==> src/design/gic_pkg.sv <==
package gic_pkg;

    localparam int NUM_PINS_DEF  = 224;
    localparam int NUM_WORDS_DEF = 7;

    localparam logic [7:0] IRQ0_FIRST = 8'd56;
    localparam logic [7:0] IRQ0_LAST  = 8'd62;
    localparam logic [7:0] IRQ1_FIRST = 8'd125;
    localparam logic [7:0] IRQ1_LAST  = 8'd131;

    localparam logic [1:0] ST_OK    = 2'd0;
    localparam logic [1:0] ST_RANGE = 2'd1;
    localparam logic [1:0] ST_ARG   = 2'd2;
    localparam logic [1:0] ST_OP    = 2'd3;

    localparam logic [3:0] F_PIN_DIS  = 4'd0;
    localparam logic [3:0] F_PIN_EN   = 4'd1;
    localparam logic [3:0] F_MASK_DIS = 4'd2;
    localparam logic [3:0] F_MASK_EN  = 4'd3;
    localparam logic [3:0] F_RD       = 4'd4;
    localparam logic [3:0] F_CLR      = 4'd5;
    localparam logic [3:0] F_IRQ_RD   = 4'd6;
    localparam logic [3:0] F_IRQ_CLR  = 4'd7;
    localparam logic [3:0] F_REG      = 4'd8;
    localparam logic [3:0] F_SERVICE  = 4'd9;
    localparam logic [3:0] F_EVENT    = 4'd10;

    typedef enum logic [2:0] {
        S_IDLE,
        S_EXEC,
        S_SVC_RD,
        S_SVC_OUT,
        S_OUT
    } gic_state_t;

    // controller -> datapath
    typedef struct packed {
        logic load;      // capture request
        logic exec;      // perform single op, build result
        logic svc_read;  // issue table read for lowest bit, drop bit
        logic svc_emit;  // build dispatch result
        logic out_take;  // result register taken
    } gic_cmd_t;

    // datapath -> controller
    typedef struct packed {
        logic is_service;  // service with valid irq and nonzero word
        logic bits_left;   // service bits remain
        logic out_full;    // result register holds data
        logic clearing;    // handler tables being cleared after reset
    } gic_stat_t;

endpackage

==> src/design/gic_ctrl.sv <==
module gic_ctrl
    import gic_pkg::*;
(
    input  logic      clk,
    input  logic      rst_n,
    input  logic      in_fire,
    input  logic      out_fire,
    input  gic_stat_t stat,
    output logic      in_ready,
    output gic_cmd_t  cmd
);

    gic_state_t state_reg, state_next;

    always_ff @(posedge clk or negedge rst_n)
    begin
        if (!rst_n) state_reg <= S_IDLE;
        else        state_reg <= state_next;
    end

    always_comb
    begin
        state_next   = state_reg;
        cmd          = '0;
        cmd.load     = in_fire;
        cmd.out_take = out_fire;
        in_ready     = 1'b0;
        case (state_reg)
            S_IDLE:
            begin
                // hold off requests until the tables are cleared
                in_ready = !stat.clearing;
                if (in_fire) state_next = S_EXEC;
            end
            S_EXEC:
            begin
                if (stat.is_service)
                begin
                    cmd.svc_read = 1'b1;
                    state_next   = S_SVC_RD;
                end
                else if (!stat.out_full || out_fire)
                begin
                    cmd.exec   = 1'b1;
                    state_next = S_IDLE;
                end
            end
            S_SVC_RD:
            begin
                if (!stat.out_full || out_fire)
                begin
                    cmd.svc_emit = 1'b1;
                    state_next   = stat.bits_left ? S_SVC_OUT : S_IDLE;
                end
            end
            S_SVC_OUT:
            begin
                cmd.svc_read = 1'b1;
                state_next   = S_SVC_RD;
            end
            default: state_next = S_IDLE;
        endcase
    end

endmodule

==> config.mk <==
export PLATFORM = sky130hd
export DESIGN_NAME = gic_ctrl
export DESIGN_NICKNAME = d
export VERILOG_FILES = /design/src/design/gic_pkg.sv /design/src/design/gic_ctrl.sv
export SDC_FILE = /design/constraint.sdc
export NUM_CORES = 1
export LEC_CHECK = 0
export BUFFER_PORTS_ARGS = -buffer_cell sky130_fd_sc_hd__buf_2
export CAP_MARGIN = 20
export CORE_AREA = 2 2 39 41
export CTS_CLUSTER_SIZE = 8
export DETAILED_ROUTE_END_ITERATION = 6
export DIE_AREA = 0 0 41 43
export SYNTH_ARGS = -nofsm -noshare
export SYNTH_HDL_FRONTEND = slang
export SYNTH_SLANG_ARGS = --single-unit
==> constraint.sdc <==
create_clock -name clk -period 1.3 [get_ports clk]
set_input_delay 0.13 -clock clk [delete_from_list [all_inputs] [get_ports clk]]
set_output_delay 0.13 -clock clk [all_outputs]
set_load 0.02 [all_outputs]
==> results.py <==
metrics = {
    "drt": {
        "avgRoutedWirePerCell_um": 8.41,
        "wl_um": 412,
        "antenna_left": 0,
        "vias": 176,
        "drc_errors": 0,
        "drtIter0Drc": 1,
        "first_pass_iters": 2,
        "vias_per_cell": 3.59,
    },
    "logic_synthesis": {
        "synth_area_um2": 143,
        "yosysSeqAreaShare_pct": 35.1,
        "yosys_warnings": 0,
        "synth_cells": 17,
        "ys_ff_latch": 2,
        "synth.net_count": 25,
        "yosysUniqueCellTypes": 13,
        "syn_area_per_cell_um2": 8.39,
    },
    "global_routing": {
        "grt_first_pass_wirelength_um": 531,
        "use_met2_pct": 9.38,
        "grt_antenna_before_repair": 0,
        "busiest_layer": "met2",
        "grt.met1_usage_pct": 2.55,
        "grt.total_usage_pct": 5.01,
        "grt_overflow": 0,
        "grt_pass1_vias": 159,
        "grtUsageMet3_pct": 1.57,
        "grt_max_degree": 7,
    },
    "pwr": {
        "powerDensity_nw_per_um2": 2000,
        "power.total_mw": 0.514,
        "power_leakage_nw": 0.128,
        "peakVddDrop_v": 0.000231,
    },
    "clock_tree": {
        "clockRootBuffer": "clkbuf_4",
        "cts-buffers-inserted": 3,
        "cts_sinks": 2,
        "path_clk_slew_ps": 30,
        "clk_latency_ps": 220,
        "cts_tree": "built",
        "cts_buffer_depth": 2,
        "htreeDepth": 1,
    },
    "timing": {
        "final-setup-viol-count": 0,
        "rsz0062_at_grt": "no",
        "max_freq_mhz": 812,
        "relSlewSlack_pct": 87.2,
        "final-hold-violation-count": 0,
        "fin_crit_sh_pct": 94.7,
        "min_period_ps": 1230,
        "slew_viol_final": 0,
        "finClkSkew_ps": 3.39,
        "tightestPinTransition_ps": 191,
        "tns_ps": 0,
    },
    "finish": {
        "areaGrowthSynthToFinish_pct": 79.8,
        "antenna_cells": 0,
        "final_cells": 49,
        "nets": 43,
        "design_area_um2": 256,
        "fillers": 156,
        "largest_reg_flops": 2,
        "drive_gt1_share_pct": 60.6,
    },
    "placement": {
        "placed_area_um2": 213,
        "port_buffers": 13,
        "dp.cells": 44,
        "place_congestion": 0.504,
    },
    "floorplan": {
        "initial_utilization_pct": 10.3,
        "dieHeight_um": 43,
        "io_pins": 14,
        "die-width_um": 41,
        "dieArea_um2": 1760,
        "row_count": 14,
        "core_um2": 1380,
    },
    "setup_path": {
        "worst_setup_path_end_kind": "output port",
        "critPathKind": "register to output port",
        "crit_fanout": 6,
        "cp_data_arrival_time_ps": 1100,
        "required_ps": 1170,
        "crit_path_start_kind": "register",
        "r2r_slack_ps": 330,
    },
    "status": {
        "outcome": "finished, final reports clean",
    },
    "job": {
        "drv_cap": 0,
    },
    "min_path": {
        "hp-class": "primary input to register",
    },
}
cell families (layout without fill, tap and decap cells):
kind of cell	after synthesis	after routing	share of synthesized area, %
buffers and inverters	2	18	10.5
AO/OA/AOI/OAI	3	3	12.3
AND/OR/NAND/NOR	10	10	42.1
flip-flops	2	2	35.1
timing repair:
action                                  4_1_cts  5_1_grt
setup buffers                                 0        1
endpoints found under the setup margin        0        1
hold buffers                                  1        0
resized for setup                             0        2
endpoints found under the hold margin         2        0
path summary, 6_finish.rpt:
check | start | endpoint | cells past startpoint
worst max-delay path | state_reg[1]$_DFFE_PN0P_ | cmd[3] | 4
worst min-delay path | stat[2] | state_reg[1]$_DFFE_PN0P_ | 3
worst max register to register | state_reg[1]$_DFFE_PN0P_ | state_reg[1]$_DFFE_PN0P_ | 4
worst min register to register | state_reg[0]$_DFFE_PN0P_ | state_reg[0]$_DFFE_PN0P_ | 1
max in group asynchronous | rst_n | state_reg[1]$_DFFE_PN0P_ | 2
min in group asynchronous | rst_n | state_reg[1]$_DFFE_PN0P_ | 2
metrics by stage:
stage                     utilization (%)  hold slack (ps)  worst slack [ps]
after floorplan                         -             -166               229
after global placement               15.4            -85.4               268
after detailed placement             15.4            -83.8               249
after CTS                            17.7              193              11.6
after global routing                 18.5              201              2.20
final                                18.5              189              69.2
cells in the mapped netlist (all sizes together):
master	number	area share [%]
nor2b	3	15
buf	2	11
dfrtp	2	35
nand2b	2	8.8
nor2	2	7.0
a31oi	1	4.4
nand2	1	2.6
nor3	1	3.5
nor3b	1	5.3
o21ai	1	3.5
o22ai	1	4.4
cell usage in the layout (no fill, tap or decap):
cell type / n
buf_2: 12
clkbuf_4: 3
nor2b_1: 2
nand2b_1: 2
buf_4: 2
nor2_2: 1
nor2b_2: 1
nand2_1: 1
nor2_1: 1
nor3b_1: 1
nor3_1: 1
o21ai_0: 1
a31oi_1: 1
o22ai_1: 1
dlygate4sd3_1: 1
dfrtp_1: 1
dfrtp_2: 1
metal layers:
| layer | vias to the layer above | routed length, µm | share of wire (%) |
|---|---|---|---|
| met2 | 7 | 254 | 62 |
| li1 | 90 | - | - |
| met3 | 0 | 32 | 7.8 |
| met5 | - | 0 | 0 |
| met4 | 0 | 0 | 0 |
| met1 | 79 | 125 | 30 |
report_power, final:
| part | switching (mW) | internal, mW | total (mW) |
|---|---|---|---|
| clock network | 0.0324 | 0.102 | 0.134 |
| registers | 0.0469 | 0.0976 | 0.144 |
| logic | 0.129 | 0.106 | 0.235 |
final cells by class:
class	count	area (µm²)	share of cell area [%]
clock buffer	3	22.5	8.78
multi-input combinational	13	77.6	30.2
sequential	2	51.3	20.0
tap	16	20.0	7.80
timing repair buffer	15	85.1	33.2
critical path, cell delays in order (launching register included):
cell     delay (ps)
dfrtp_2         430
nor2_2          120
nand2_1          80
nor2_1          100
buf_4           150
(Power assumes the default switching activity.)
